--- src/rtl/wav_hdr_pkg.sv ---
package wav_hdr_pkg;

  localparam int HEADER_BYTES = 44;
  localparam int POS_W = $clog2(HEADER_BYTES + 1);
  localparam int OUT_BITS = 1 + 4 + 16 + 32 + 16 + 32;
  localparam int OUT_TDATA_W = ((OUT_BITS + 7) / 8) * 8;

  typedef logic [POS_W-1:0] pos_t;

  typedef enum logic [3:0] {
    FLT_NONE     = 4'd0,
    FLT_SHORT    = 4'd1,
    FLT_RIFF     = 4'd2,
    FLT_WAVE     = 4'd3,
    FLT_FMT_TAG  = 4'd4,
    FLT_FMT_SIZE = 4'd5,
    FLT_FORMAT   = 4'd6,
    FLT_DATA_TAG = 4'd7,
    FLT_CHANNELS = 4'd8,
    FLT_BITS     = 4'd9,
    FLT_EMPTY    = 4'd10,
    FLT_ALIGN    = 4'd11
  } fault_t;

  // Tags, first byte in the low bits
  localparam logic [31:0] RIFF_TAG = 32'h4646_4952;
  localparam logic [31:0] WAVE_TAG = 32'h4556_4157;
  localparam logic [31:0] FMT_TAG  = 32'h2074_6D66;
  localparam logic [31:0] DATA_TAG = 32'h6174_6164;

  localparam logic [7:0] FMT_SIZE_LOW = 8'd16;
  localparam logic [7:0] PCM_FORMAT   = 8'd1;
  localparam logic [15:0] PCM_BITS    = 16'd16;

  function automatic logic [7:0] tag_byte(logic [31:0] tag, logic [1:0] idx);
    logic [7:0] b;
    case (idx)
      2'd0:    b = tag[7:0];
      2'd1:    b = tag[15:8];
      2'd2:    b = tag[23:16];
      default: b = tag[31:24];
    endcase
    return b;
  endfunction

  // Structural fault raised by byte b at position p; tags start on 4-byte bounds
  function automatic fault_t struct_fault(pos_t p, logic [7:0] b);
    fault_t f;
    f = FLT_NONE;
    if (p < pos_t'(4)) begin
      if (b != tag_byte(RIFF_TAG, p[1:0])) f = FLT_RIFF;
    end else if (p >= pos_t'(8) && p < pos_t'(12)) begin
      if (b != tag_byte(WAVE_TAG, p[1:0])) f = FLT_WAVE;
    end else if (p >= pos_t'(12) && p < pos_t'(16)) begin
      if (b != tag_byte(FMT_TAG, p[1:0])) f = FLT_FMT_TAG;
    end else if (p == pos_t'(16)) begin
      if (b != FMT_SIZE_LOW) f = FLT_FMT_SIZE;
    end else if (p > pos_t'(16) && p < pos_t'(20)) begin
      if (b != 8'd0) f = FLT_FMT_SIZE;
    end else if (p == pos_t'(20)) begin
      if (b != PCM_FORMAT) f = FLT_FORMAT;
    end else if (p == pos_t'(21)) begin
      if (b != 8'd0) f = FLT_FORMAT;
    end else if (p >= pos_t'(36) && p < pos_t'(40)) begin
      if (b != tag_byte(DATA_TAG, p[1:0])) f = FLT_DATA_TAG;
    end
    return f;
  endfunction

endpackage

--- src/rtl/wav_header_parser.sv ---
// WAV header checker for a canonical 44-byte RIFF/WAVE PCM header.
// Input stream: one header byte per request on in_tdata, in_tlast on the
// final byte of a header. Bytes after the 44th are ignored until in_tlast.
// Result stream: one request per header, issued for the byte marked last,
// carrying pass flag, fault code and the captured channel count, sample rate,
// bits per sample and data length (fields are zero on a short or structural
// fault). The sample rate is passed out for an external support check.
// Latency: the result is valid the cycle after the last byte is taken.
// Throughput: one byte per cycle while in_tready is high. Fields are captured
// per byte; the byte-rate product (rate times block align) runs on one
// registered 32x16 multiplier that is ready long before byte 44 arrives.
// After a verdict all state clears for the next header.
// Reset (rst_n low, synchronous) clears the byte position, fault and
// captured fields and empties the result register.
// A stalled receiver holds the result; a new byte is still taken as long as
// it does not itself produce a result, else in_tready drops until the
// waiting result is taken.
module wav_header_parser (
  input  logic                                clk,
  input  logic                                rst_n,
  input  logic                                in_tvalid,
  output logic                                in_tready,
  input  logic [7:0]                          in_tdata,  // [7:0] header_byte
  input  logic                                in_tlast,  // last_byte
  output logic                                out_tvalid,
  input  logic                                out_tready,
  // [0] header_ok, [4:1] fault_code, [20:5] channel_count, [52:21] rate_hz,
  // [68:53] sample_width, [100:69] data_length, [103:101] zero
  output logic [wav_hdr_pkg::OUT_TDATA_W-1:0] out_tdata
);
  import wav_hdr_pkg::*;

  pos_t        pos_r, pos_nxt;
  fault_t      fault_r, fault_nxt, byte_fault, code;
  logic [15:0] chan_r, chan_nxt;
  logic [31:0] rate_r, rate_nxt;
  logic [31:0] brate_r, brate_nxt;
  logic [15:0] align_r, align_nxt;
  logic [15:0] bits_r, bits_nxt;
  logic [31:0] payload_r, payload_nxt;
  logic [31:0] mult_full;
  logic [31:0] prod_r;
  logic        fields_shown;
  logic        in_fire, verdict;
  logic        out_tvalid_r, out_tvalid_nxt;
  logic [OUT_TDATA_W-1:0] out_data_r;
  logic [OUT_TDATA_W-1:0] result;

  assign in_tready = !out_tvalid_r || !in_tlast || out_tready;
  assign in_fire   = in_tvalid && in_tready;
  assign verdict   = in_fire && in_tlast;

  // Byte rate is compared modulo 2^32
  assign mult_full = rate_r * {16'd0, align_r};

  always_comb begin
    pos_nxt     = pos_r;
    fault_nxt   = fault_r;
    chan_nxt    = chan_r;
    rate_nxt    = rate_r;
    brate_nxt   = brate_r;
    align_nxt   = align_r;
    bits_nxt    = bits_r;
    payload_nxt = payload_r;
    byte_fault  = struct_fault(pos_r, in_tdata);
    if (pos_r < pos_t'(HEADER_BYTES)) begin
      pos_nxt = pos_r + pos_t'(1);
      if (fault_r == FLT_NONE) fault_nxt = byte_fault;
      if (pos_r >= pos_t'(22) && pos_r < pos_t'(24)) begin
        chan_nxt[8*pos_r[0] +: 8] = in_tdata;
      end else if (pos_r >= pos_t'(24) && pos_r < pos_t'(28)) begin
        rate_nxt[8*pos_r[1:0] +: 8] = in_tdata;
      end else if (pos_r >= pos_t'(28) && pos_r < pos_t'(32)) begin
        brate_nxt[8*pos_r[1:0] +: 8] = in_tdata;
      end else if (pos_r >= pos_t'(32) && pos_r < pos_t'(34)) begin
        align_nxt[8*pos_r[0] +: 8] = in_tdata;
      end else if (pos_r >= pos_t'(34) && pos_r < pos_t'(36)) begin
        bits_nxt[8*pos_r[0] +: 8] = in_tdata;
      end else if (pos_r >= pos_t'(40) && pos_r < pos_t'(44)) begin
        payload_nxt[8*pos_r[1:0] +: 8] = in_tdata;
      end
    end
  end

  // Verdict on the updated state; prod_r is settled since align and rate
  // are complete ten bytes before the header ends
  always_comb begin
    fields_shown = 1'b0;
    if (pos_nxt < pos_t'(HEADER_BYTES)) begin
      code = FLT_SHORT;
    end else if (fault_nxt != FLT_NONE) begin
      code = fault_nxt;
    end else begin
      fields_shown = 1'b1;
      if (chan_nxt != 16'd1 && chan_nxt != 16'd2) begin
        code = FLT_CHANNELS;
      end else if (bits_nxt != PCM_BITS) begin
        code = FLT_BITS;
      end else if (payload_nxt == 32'd0) begin
        code = FLT_EMPTY;
      end else if ({1'b0, align_nxt} != {chan_nxt, 1'b0} || brate_nxt != prod_r) begin
        code = FLT_ALIGN;
      end else begin
        code = FLT_NONE;
      end
    end
    result = '0;
    result[0]   = (code == FLT_NONE);
    result[4:1] = code;
    if (fields_shown) begin
      result[20:5]   = chan_nxt;
      result[52:21]  = rate_nxt;
      result[68:53]  = bits_nxt;
      result[100:69] = payload_nxt;
    end
  end

  always_comb begin
    out_tvalid_nxt = out_tvalid_r;
    if (out_tready) out_tvalid_nxt = 1'b0;
    if (verdict) out_tvalid_nxt = 1'b1;
  end

  always_ff @(posedge clk) begin
    if (!rst_n) begin
      pos_r        <= '0;
      fault_r      <= FLT_NONE;
      chan_r       <= '0;
      rate_r       <= '0;
      brate_r      <= '0;
      align_r      <= '0;
      bits_r       <= '0;
      payload_r    <= '0;
      out_tvalid_r <= 1'b0;
    end else begin
      out_tvalid_r <= out_tvalid_nxt;
      if (verdict) begin
        // clear for the next header
        pos_r     <= '0;
        fault_r   <= FLT_NONE;
        chan_r    <= '0;
        rate_r    <= '0;
        brate_r   <= '0;
        align_r   <= '0;
        bits_r    <= '0;
        payload_r <= '0;
      end else if (in_fire) begin
        pos_r     <= pos_nxt;
        fault_r   <= fault_nxt;
        chan_r    <= chan_nxt;
        rate_r    <= rate_nxt;
        brate_r   <= brate_nxt;
        align_r   <= align_nxt;
        bits_r    <= bits_nxt;
        payload_r <= payload_nxt;
      end
    end
  end

  always_ff @(posedge clk) begin
    prod_r <= mult_full;
    if (verdict) out_data_r <= result;
  end

  assign out_tvalid = out_tvalid_r;
  assign out_tdata  = out_data_r;

  a_pos_bound: assert property (@(posedge clk) disable iff (!rst_n)
    pos_r <= pos_t'(HEADER_BYTES))
    else $error("byte position past header length");

  a_verdict_clears: assert property (@(posedge clk) disable iff (!rst_n)
    verdict |=> (out_tvalid && pos_r == '0 && fault_r == FLT_NONE))
    else $error("verdict did not issue result and clear state");

  a_ok_matches_code: assert property (@(posedge clk) disable iff (!rst_n)
    out_tvalid |-> (out_tdata[0] == (out_tdata[4:1] == FLT_NONE)))
    else $error("pass flag disagrees with fault code");

  a_fields_zero: assert property (@(posedge clk) disable iff (!rst_n)
    (out_tvalid && out_tdata[4:1] != FLT_NONE && out_tdata[4:1] < FLT_CHANNELS)
      |-> out_tdata[100:5] == '0)
    else $error("fields shown on short or structural fault");

  a_no_overwrite: assert property (@(posedge clk) disable iff (!rst_n)
    (out_tvalid && !out_tready && in_tvalid && in_tlast) |-> !in_tready)
    else $error("waiting result could be overwritten");

endmodule
--- config.mk ---
export PLATFORM = sky130hd
export DESIGN_NAME = wav_header_parser
export DESIGN_NICKNAME = d
export VERILOG_FILES = /design/src/rtl/wav_hdr_pkg.sv /design/src/rtl/wav_header_parser.sv
export SDC_FILE = /design/constraint.sdc
export NUM_CORES = 1
export LEC_CHECK = 0
export BUFFER_PORTS_ARGS = -buffer_cell sky130_fd_sc_hd__clkbuf_2
export CAP_MARGIN = 20
export CORE_ASPECT_RATIO = 1.75
export CORE_UTILIZATION = 55
export CTS_BUF_LIST = sky130_fd_sc_hd__clkbuf_16
export DETAILED_ROUTE_END_ITERATION = 10
export GPL_TIMING_DRIVEN = 0
export PLACE_DENSITY = 0.75
export SLEW_MARGIN = 20
export SYNTH_ARGS = -nofsm -noshare
export SYNTH_HDL_FRONTEND = slang
export SYNTH_SLANG_ARGS = --single-unit
--- constraint.sdc ---
create_clock -name clk -period 6.1 [get_ports clk]
set_input_delay 0.305 -clock clk [delete_from_list [all_inputs] [get_ports clk]]
set_output_delay 0.305 -clock clk [all_outputs]
set_load 0.1 [all_outputs]
Word-level counts from Yosys, hierarchy flattened
Cells that the tools add are included.

Register bits after elaboration: 288. Latch bits: 0. Bits in writable memories: 0. ROM bits: 0. Bits of input ports: 13. Output and inout port bits: 106. Word-level logic and storage cells: 165. Memories kept: 0.

Add/sub/neg operators: 3. Multipliers: 1. Divide/modulo/power cells: 0. Magnitude comparators: 22. Equal/unequal tests: 16. Shifts and indexed selects: 4. Mux-type cells: 80. Bitwise operators: 1. Reductions and logical operators: 26.

Operators with widths (number): two-way mux 32 bit (14); two-way mux 16 bit (13); two-way mux 8 bit (14); bitwise mux 32 bit (3); two-way mux 4 bit (15); bitwise mux 16 bit (3); less-than comparator 6 bit, second input constant (6); negator 4 -> 34 bit (1); negator 5 -> 34 bit (1); variable shift 8 x 34 -> 16 bit, first input constant (1); variable shift 8 x 34 -> 32 bit, first input constant (1); variable part select 8 x 34 -> 16 bit (1); variable part select 8 x 34 -> 32 bit (1); zero test 32 bit (1); multiplier 32 x 16 -> 32 bit (1); != test 32 bit (1); != test 8 bit (4); greater-or-equal comparator 6 bit, second input constant (4); less-than comparator 6 x 5 -> 1 bit, second input constant (4); two-way mux 3 bit (7); one-hot mux 7 bit (3 select lines) (1); one-hot mux 5 bit (2 select lines) (2); == test 6 x 5 -> 1 bit, second input constant (3); greater-or-equal comparator 6 x 5 -> 1 bit, second input constant (3); other kinds (27) (48).

Logic depth before layout (Yosys ltp)
Gate-level depths: netlist of the first run.

Word-level depth: 26. Mapped depth: 25. Mapped depth without buffers: 23.

Least setup slack after synthesis of the first run
Ideal clock, no wire load.

Kind: flip-flop to flip-flop. From: reg rate_r[7]. To: reg prod_r[31]. Library setup time: 120 ps. Arrival time: 6088 ps. Data required time: 5980 ps. Slack: -109 ps. Stages on the path, launching flop included: 23. Path buffers: 2. Clock period less this slack: 6209 ps. Path through: dfxtp_1 > clkbuf_1 > clkbuf_1 > nand2_1 > fa_1 > inv_1 > fa_1 > fa_1 > fa_1 > fa_1 > inv_1 > fa_1 > inv_1 > ha_1 > a21o_1 > a21o_1 > a211oi_1 > o21a_1 > o21ai_0 > o31ai_1 > o2111ai_1 > a21oi_1 > xnor2_1.

Word-level cells in the longest chain between the ends: 1.

RTL lines: from (decl) (RTL line wav_header_parser.sv:36) `logic [31:0] rate_r, rate_nxt;`; from (signal assigned) (RTL line wav_header_parser.sv:151) `rate_r <= rate_nxt;`; multiplier 32 x 16 -> 32 bit (RTL line wav_header_parser.sv:54) `assign mult_full = rate_r * {16'd0, align_r};`; named net mult_full[31] (RTL line wav_header_parser.sv:41) `logic [31:0] mult_full;`; to (signal assigned) (RTL line wav_header_parser.sv:161) `prod_r <= mult_full;`; to (decl) (RTL line wav_header_parser.sv:42) `logic [31:0] prod_r;`.

The timed path passes the listed nets, and every way through them passes these cells. A chain may end at the register's enable or synchronous reset.

Final worst setup path of the first run
From: reg align_r[11]. To: reg prod_r[31].

Word-level cells in the longest chain between the ends: 1.

RTL lines: from (decl) (RTL line wav_header_parser.sv:38) `logic [15:0] align_r, align_nxt;`; from (signal assigned) (RTL line wav_header_parser.sv:153) `align_r <= align_nxt;`; multiplier 32 x 16 -> 32 bit (RTL line wav_header_parser.sv:54); named net mult_full[31] (RTL line wav_header_parser.sv:41).

The timed path passes the listed nets, and every way through them passes these cells.

==> flow_metrics.tcl, run 1 <==
set metrics [dict create \
    drive_above_1_share_pct 12.13 \
    portBuffers 114 \
    grt_remaining_overflow 0 \
    cts_tree "yes" \
    syn_area_um2 25080 \
    mostFrequentLayoutCells "622 x nand2_1, 355 x inv_1, 298 x fa_1" \
    die_area_um2 46490 \
    htreeDepth 1 \
    io_pins 119 \
    synth_warnings 0 \
    postSynthCellCount 2922 \
    crit_path_end_kind "flip-flop" \
    wl_um 90020 \
    hp-start "rst_n" \
    antenna_found_initial 0 \
    viasPerCell 5.961 \
    yosysSeqAreaShare_pct 27.02 \
    die_w_um 163.4 \
    maxCapViolations 0 \
    cts_root_buf "clkbuf_16" \
    syn2layout_area_growth_pct 12.75 \
    fin_nets 3476 \
    r2r_slack_ps 120 \
    setup_tns_ps 0 \
    hold_path_depth 2 \
    post-route-period-util_pct 98.01 \
    skew_ps 18.76 \
    dpl_cell_area_um2 26450 \
    syn_avg_cell_area_um2 8.583 \
    cts_made_buffers 24 \
    worstPathMaxFanout 10 \
    fp.dieH_um 284.5 \
    dpl.hpwl_um 70370 \
    rows 103 \
    path_class "flip-flop to flip-flop" \
    grt_pass1_vias 22950 \
    synthFlopType "dfxtp_1" \
    arrival_ps 6460 \
    report.final.slew_viol_count 0 \
    worst_slew_pin_slew_ps 1112 \
    grt_pass1_wl_um 134100 \
    hold_end "out_tvalid$_SDFFE_PN0P_" \
    synth_edf_count 101 \
    final_common_cell "nand2_1" \
    design_area_um2 28280 \
    grt.total_usage_pct 39.39 \
    relSlewSlack_pct 25.29 \
    drt_iter0_drc 1914 \
    postCtsHoldBufs 0 \
    initial_core_util_pct 55.60 \
    fin_util_pct 62.69 \
    clk_path_buf_depth 3 \
    rr_endpoint "prod_r[31]$_DFF_P_" \
    cts.sinks 288 \
    required_ps 6580 \
    cp-start-kind "flip-flop" \
    hold_violations 0 \
    routabilityCongestion 1.025 \
    grt_max_degree 60 \
    first_pass_iters 6 \
    clock_latency_ps 570 \
    status "finished clean" \
    rsz0062_at_grt "true" \
    fmax_mhz 167.3 \
    antenna_cells 0 \
    synthArstFlopShare_pct 0 \
    leakagePower_nw 11.56 \
    ys_types 82 \
    ir_worst_vdd_mv 0.2239 \
    r2r_start "align_r[11]$_SDFFE_PP0P_" \
    route.detailed.drc 0 \
    finalSetupViolations 0 \
    postRouteAntennaNets 0 \
    clkTransAtPathRegs_ps 70 \
    avgRoutedWirePerCell_um 24.49 \
    fillCellCount 3929 \
    yosys_register_bits 288 \
    coreArea_um2 45110 \
    via_count 21910 \
    reg2reg_depth 21 \
    post-route-min-period_ps 5978 \
    hp-class "input pin to flip-flop" \
    power_density_nw_per_um2 151.8 \
]
## report_power, final
part | internal [W] | leakage (nW) | switching (W)
logic | 0.0000770 | 8.69 | 0.000440
registers | 0.00200 | 2.42 | 0.0000123
clock network | 0.000993 | 0.442 | 0.000769
## registers in the layout, summed over array words and instances (netlist names)
signal / flops
out_tdata: 101
payload_r: 32
pos_r: 6
out_tvalid: 1
fault_r: 4
bits_r: 16
align_r: 16
chan_r: 16
rate_r: 32
brate_r: 32
prod_r: 32
## per-stage QoR
stage / cells / hold WS, ps / setup WS (ps) / total power [W]
after global placement: 3615 / 439.8 / -1500 / 0.002571
after detailed placement: 3617 / 445.6 / -1599 / 0.002577
after floorplan: 2924 / 432.9 / 8.458 / 0.002444
final: 3676 / 1.419 / 121.6 / 0.004291
after CTS: 3668 / 3.669 / 10.31 / 0.004281
after global routing: 3676 / 15.10 / -60.46 / 0.004373
## critical path, stage by stage, from the launching register on
cell and delay [ps]:
dfxtp_4 450, clkbuf_4 280, nand2_1 110, fa_1 510
inv_1 50, fa_1 460, fa_1 550, fa_1 550
fa_1 540, inv_1 60, fa_1 540, inv_1 70
ha_4 260, a21o_1 190, a21oi_2 170, nor2_1 70
a21oi_2 160, o21ai_4 100, o31ai_4 240, o2111ai_2 190
a21oi_2 180, xnor2_1 130
## final cells by class
| cell class | count | area [µm²] | share of cell area, % |
|---|---|---|---|
| Clock buffer | 26 | 650.6 | 2.301 |
| Clock inverter | 18 | 230.2 | 0.8141 |
| Buffer | 174 | 1151 | 4.071 |
| Sequential cell | 288 | 6887 | 24.35 |
| Tap cell | 577 | 721.9 | 2.553 |
| Inverter | 356 | 1339 | 4.734 |
| Multi-Input combinational cell | 2089 | 16450 | 58.18 |
| Timing Repair Buffer | 148 | 847.1 | 2.995 |
## worst max path at each step
stage                                         from            endpoint  depth (start not counted)
after detailed placement   align_r[3]$_SDFFE_PP0P_  prod_r[31]$_DFF_P_                         22
final                     align_r[11]$_SDFFE_PP0P_  prod_r[31]$_DFF_P_                         21
after CTS                  rate_r[11]$_SDFFE_PP0P_  prod_r[31]$_DFF_P_                         21
after global routing       align_r[6]$_SDFFE_PP0P_  prod_r[31]$_DFF_P_                         23
after floorplan           align_r[15]$_SDFFE_PP0P_  prod_r[31]$_DFF_P_                         22
after global placement     align_r[4]$_SDFFE_PP0P_  prod_r[31]$_DFF_P_                         22
## synth_stat cells (5+ instances only)
| library cell | instances | area share (%) |
|---|---|---|
| nand2_1 | 622 | 9.3 |
| inv_1 | 355 | 5.3 |
| fa_1 | 304 | 24 |
| a21oi_1 | 251 | 5.0 |
| dfxtp_1 | 187 | 15 |
| nor2_1 | 168 | 2.5 |
| and2_1 | 142 | 3.5 |
| clkbuf_1 | 141 | 2.1 |
| edfxtp_1 | 101 | 12 |
| ha_1 | 78 | 3.9 |
| nand3_1 | 74 | 1.5 |
| xnor2_1 | 64 | 2.2 |
| mux2i_1 | 51 | 2.0 |
| xor2_1 | 34 | 1.2 |
| o21ai_0 | 23 | 0.46 |
| nand2b_1 | 22 | 0.55 |
| nor3_1 | 22 | 0.44 |
| a21o_1 | 21 | 0.63 |
| buf_1 | 21 | 0.31 |
| buf_2 | 19 | 0.38 |
| nor4_1 | 17 | 0.42 |
| nand4_1 | 13 | 0.32 |
| nor2b_1 | 13 | 0.32 |
| a211oi_1 | 9 | 0.27 |
| and3_1 | 8 | 0.20 |
| and4bb_2 | 8 | 0.40 |
| a31oi_1 | 7 | 0.17 |
| buf_4 | 7 | 0.21 |
| o21bai_1 | 7 | 0.21 |
| nand4b_1 | 6 | 0.21 |
| nor3b_1 | 6 | 0.18 |
| nor4b_1 | 6 | 0.21 |
| o211ai_1 | 6 | 0.18 |
| o21a_1 | 6 | 0.18 |
| a22oi_1 | 5 | 0.15 |
| and4b_1 | 5 | 0.20 |
| or3_1 | 5 | 0.12 |
| or4_1 | 5 | 0.15 |
## routing by layer
metal  vias to the layer above  wire (µm)  global-route usage, %
met3                       438       5918                  5.895
met1                     10790      28020                  38.47
met5                         -          0                      0
met2                      1090      46390                  69.74
met4                         0       9690                  36.82
li1                       9598          -                      -
## kinds of logic (layout without fill, tap and decap cells)
kind of cell	count (synthesis)	in the layout	share of synthesized area [%]
AND/OR/NAND/NOR	1169	1169	21.70
buffers and inverters	547	722	8.476
AO/OA/AOI/OAI	383	383	9.025
adder cells (fa/ha/maj)	382	382	28.16
flip-flops	288	288	27.02
XOR/XNOR	98	98	3.422
multiplexers	54	54	2.185
other	1	3	0.01495
## repair_timing
item / in CTS / in global routing
pin swaps: 7 / 23
endpoints found under the setup margin: 19 / 10
buffers inserted: 21 / 11
gates resized for setup: 194 / 83
Note: power is estimated with default switching activity, not from simulation.
==> inputs of run 2 (changes only) <==
- PLACE_DENSITY: 0.75 -> 0.7
- clock period: 6.1 -> 7.3 ns (I/O delays scaled with it)
==> run 2 against run 1 <==
  * Via count fell by 1.7%
  * Power down 18%
  * Cell area down 3.2%
==> flow_metrics.tcl, run 2 (same netlist as run 1, synthesis figures left out) <==
set metrics [dict create \
    status "finished clean" \
    fin_util_pct 60.66 \
    finalSetupViolations 0 \
    grt_max_degree 60 \
    path_class "flip-flop to flip-flop" \
    cts.sinks 288 \
    grt_pass1_vias 22670 \
    wl_um 87180 \
    maxCapViolations 0 \
    drt_iter0_drc 1839 \
    timing.critical_path.mode_cell "fa_1" \
    postCtsHoldBufs 0 \
    setup_tns_ps 0 \
    dpl.hpwl_um 69190 \
    relSlewSlack_pct 23.71 \
    die_w_um 163.4 \
    avgRoutedWirePerCell_um 23.86 \
    coreArea_um2 45110 \
    comb_power_share_pct 12.1 \
    switching_share_pct 28.01 \
    post-route-min-period_ps 7035 \
    fp.dieH_um 284.5 \
    hp-start "rst_n" \
    worstPathCellList "clkbuf_1 > nand2_1 > fa_1 > inv_1 > fa_1 > fa_1 > fa_1 > fa_1 > inv_1 > fa_1 > inv_1 > ha_1 > nand4_1 > nor2_1 > a211oi_1 > o21a_1 > o21ai_0 > o31ai_2 > buf_4 > o21bai_1 > a21oi_1 > xnor2_1" \
    via_count 21550 \
    io_pins 119 \
    hold_violations 0 \
    leakagePower_nw 11.25 \
    setup_ws_ps 265.1 \
    postRouteAntennaNets 0 \
    initial_core_util_pct 55.60 \
    portBuffers 114 \
    dp_slack_ps -570.9 \
    finalPower_w 0.003533 \
    fillCellCount 4089 \
    rows 103 \
    rsz0062_at_grt "false" \
    p_int_w 0.002544 \
    cp_slowest_cell "clkbuf_1" \
    post-route-period-util_pct 96.37 \
    switching_power_w 0.0009898 \
    power_frac_clock_pct 40.1 \
    dpl_cell_area_um2 26440 \
    cts_made_buffers 25 \
    design_area_um2 27360 \
    antenna_found_initial 0 \
    cts_tree "yes" \
    htreeDepth 1 \
    skew_ps 30.29 \
    first_pass_iters 6 \
    r2r_slack_ps 270 \
    crit_path_end_kind "flip-flop" \
    slowest_delay_ps 650 \
    route.detailed.drc 0 \
    routabilityCongestion 1.008 \
    ir_worst_vdd_mv 0.2109 \
    required_ps 7780 \
    cts_root_buf "clkbuf_16" \
    r2r_start "align_r[11]$_SDFFE_PP0P_" \
    clock_latency_ps 560 \
    mostFrequentLayoutCells "622 x nand2_1, 359 x inv_1, 304 x fa_1" \
    critPathBufInv 5 \
    final_common_cell "nand2_1" \
    cp-start-kind "flip-flop" \
    crit_path_start "align_r[11]$_SDFFE_PP0P_" \
    die_area_um2 46490 \
    fmax_mhz 142.1 \
    clkTransAtPathRegs_ps 70 \
    grt_remaining_overflow 0 \
    worstPathMaxFanout 10 \
    antenna_cells 0 \
    power_density_nw_per_um2 129.1 \
    worst_slew_pin_slew_ps 1113 \
    fin_nets 3454 \
    grt_pass1_wl_um 132400 \
    syn2layout_area_growth_pct 9.094 \
    cpLargestDelayFamily "adder cells" \
    clk_path_buf_depth 3 \
    drive_above_1_share_pct 8.547 \
    largest_reg_flops 101 \
    report.final.slew_viol_count 0 \
    power_frac_seq_pct 47.9 \
    viasPerCell 5.897 \
    hp-class "input pin to flip-flop" \
    arrival_ps 7510 \
    grt.total_usage_pct 38.75 \
]
==> run 2: cell types whose count changed in the layout (fill, tap and decap cells not counted), moves of 16 or more <==
cell,before,now
buf_4,46,10
clkbuf_1,69,93
clkbuf_2,117,148
clkbuf_8,16,0
dfxtp_1,151,182
dfxtp_4,26,0
==> run 2: path summary, 6_finish.rpt <==
check	end	depth (start not counted)
worst min register to register	brate_r[29]$_SDFFE_PP0P_	2
worst min-delay path	out_tvalid$_SDFFE_PN0P_	2
worst max register to register	prod_r[29]$_DFF_P_	22
worst max-delay path	prod_r[29]$_DFF_P_	22
==> run 2: timing repair <==
| action | CTS | global route |
|---|---|---|
| setup buffers | 0 | 2 |
| gates resized for setup | 21 | 48 |
| setup endpoints to repair | 6 | 2 |
| pin swaps | 0 | 1 |
==> run 2: per-stage QoR <==
stage               instances  hold WS, ps
global route             3654        83.73
floorplan                2924        432.9
global placement         3615        439.5
CTS                      3654        80.13
detailed placement       3617        446.9
finish                   3654        89.66
==> run 2: final cells by class <==
type	instances	area, µm²	area share, %
well taps	577	721.9	2.639
flip-flops and latches	288	6783	24.79
inverters	356	1339	4.893
clock inverters	17	160.2	0.5853
plain buffers	181	804.5	2.940
multi-input cells	2089	16230	59.32
clock buffers	28	700.7	2.561
repair buffers	118	620.6	2.268
==> run 2: layer usage <==
layer	track usage, %	routed length [µm]	vias up
met5	0	0	-
met1	38.92	27900	10520
met2	67.78	43790	1055
met3	4.480	5197	399
li1	-	-	9574
met4	37.52	10290	0
==> run 2: power groups by stage <==
stage	clock network, W	logic (W)	registers, W
after floorplan	0	0.000125	0.00192
after global placement	0	0.000415	0.00173
after detailed placement	0	0.000420	0.00173
after CTS	0.00142	0.000421	0.00169
after global routing	0.00148	0.000438	0.00169
final	0.00142	0.000427	0.00169
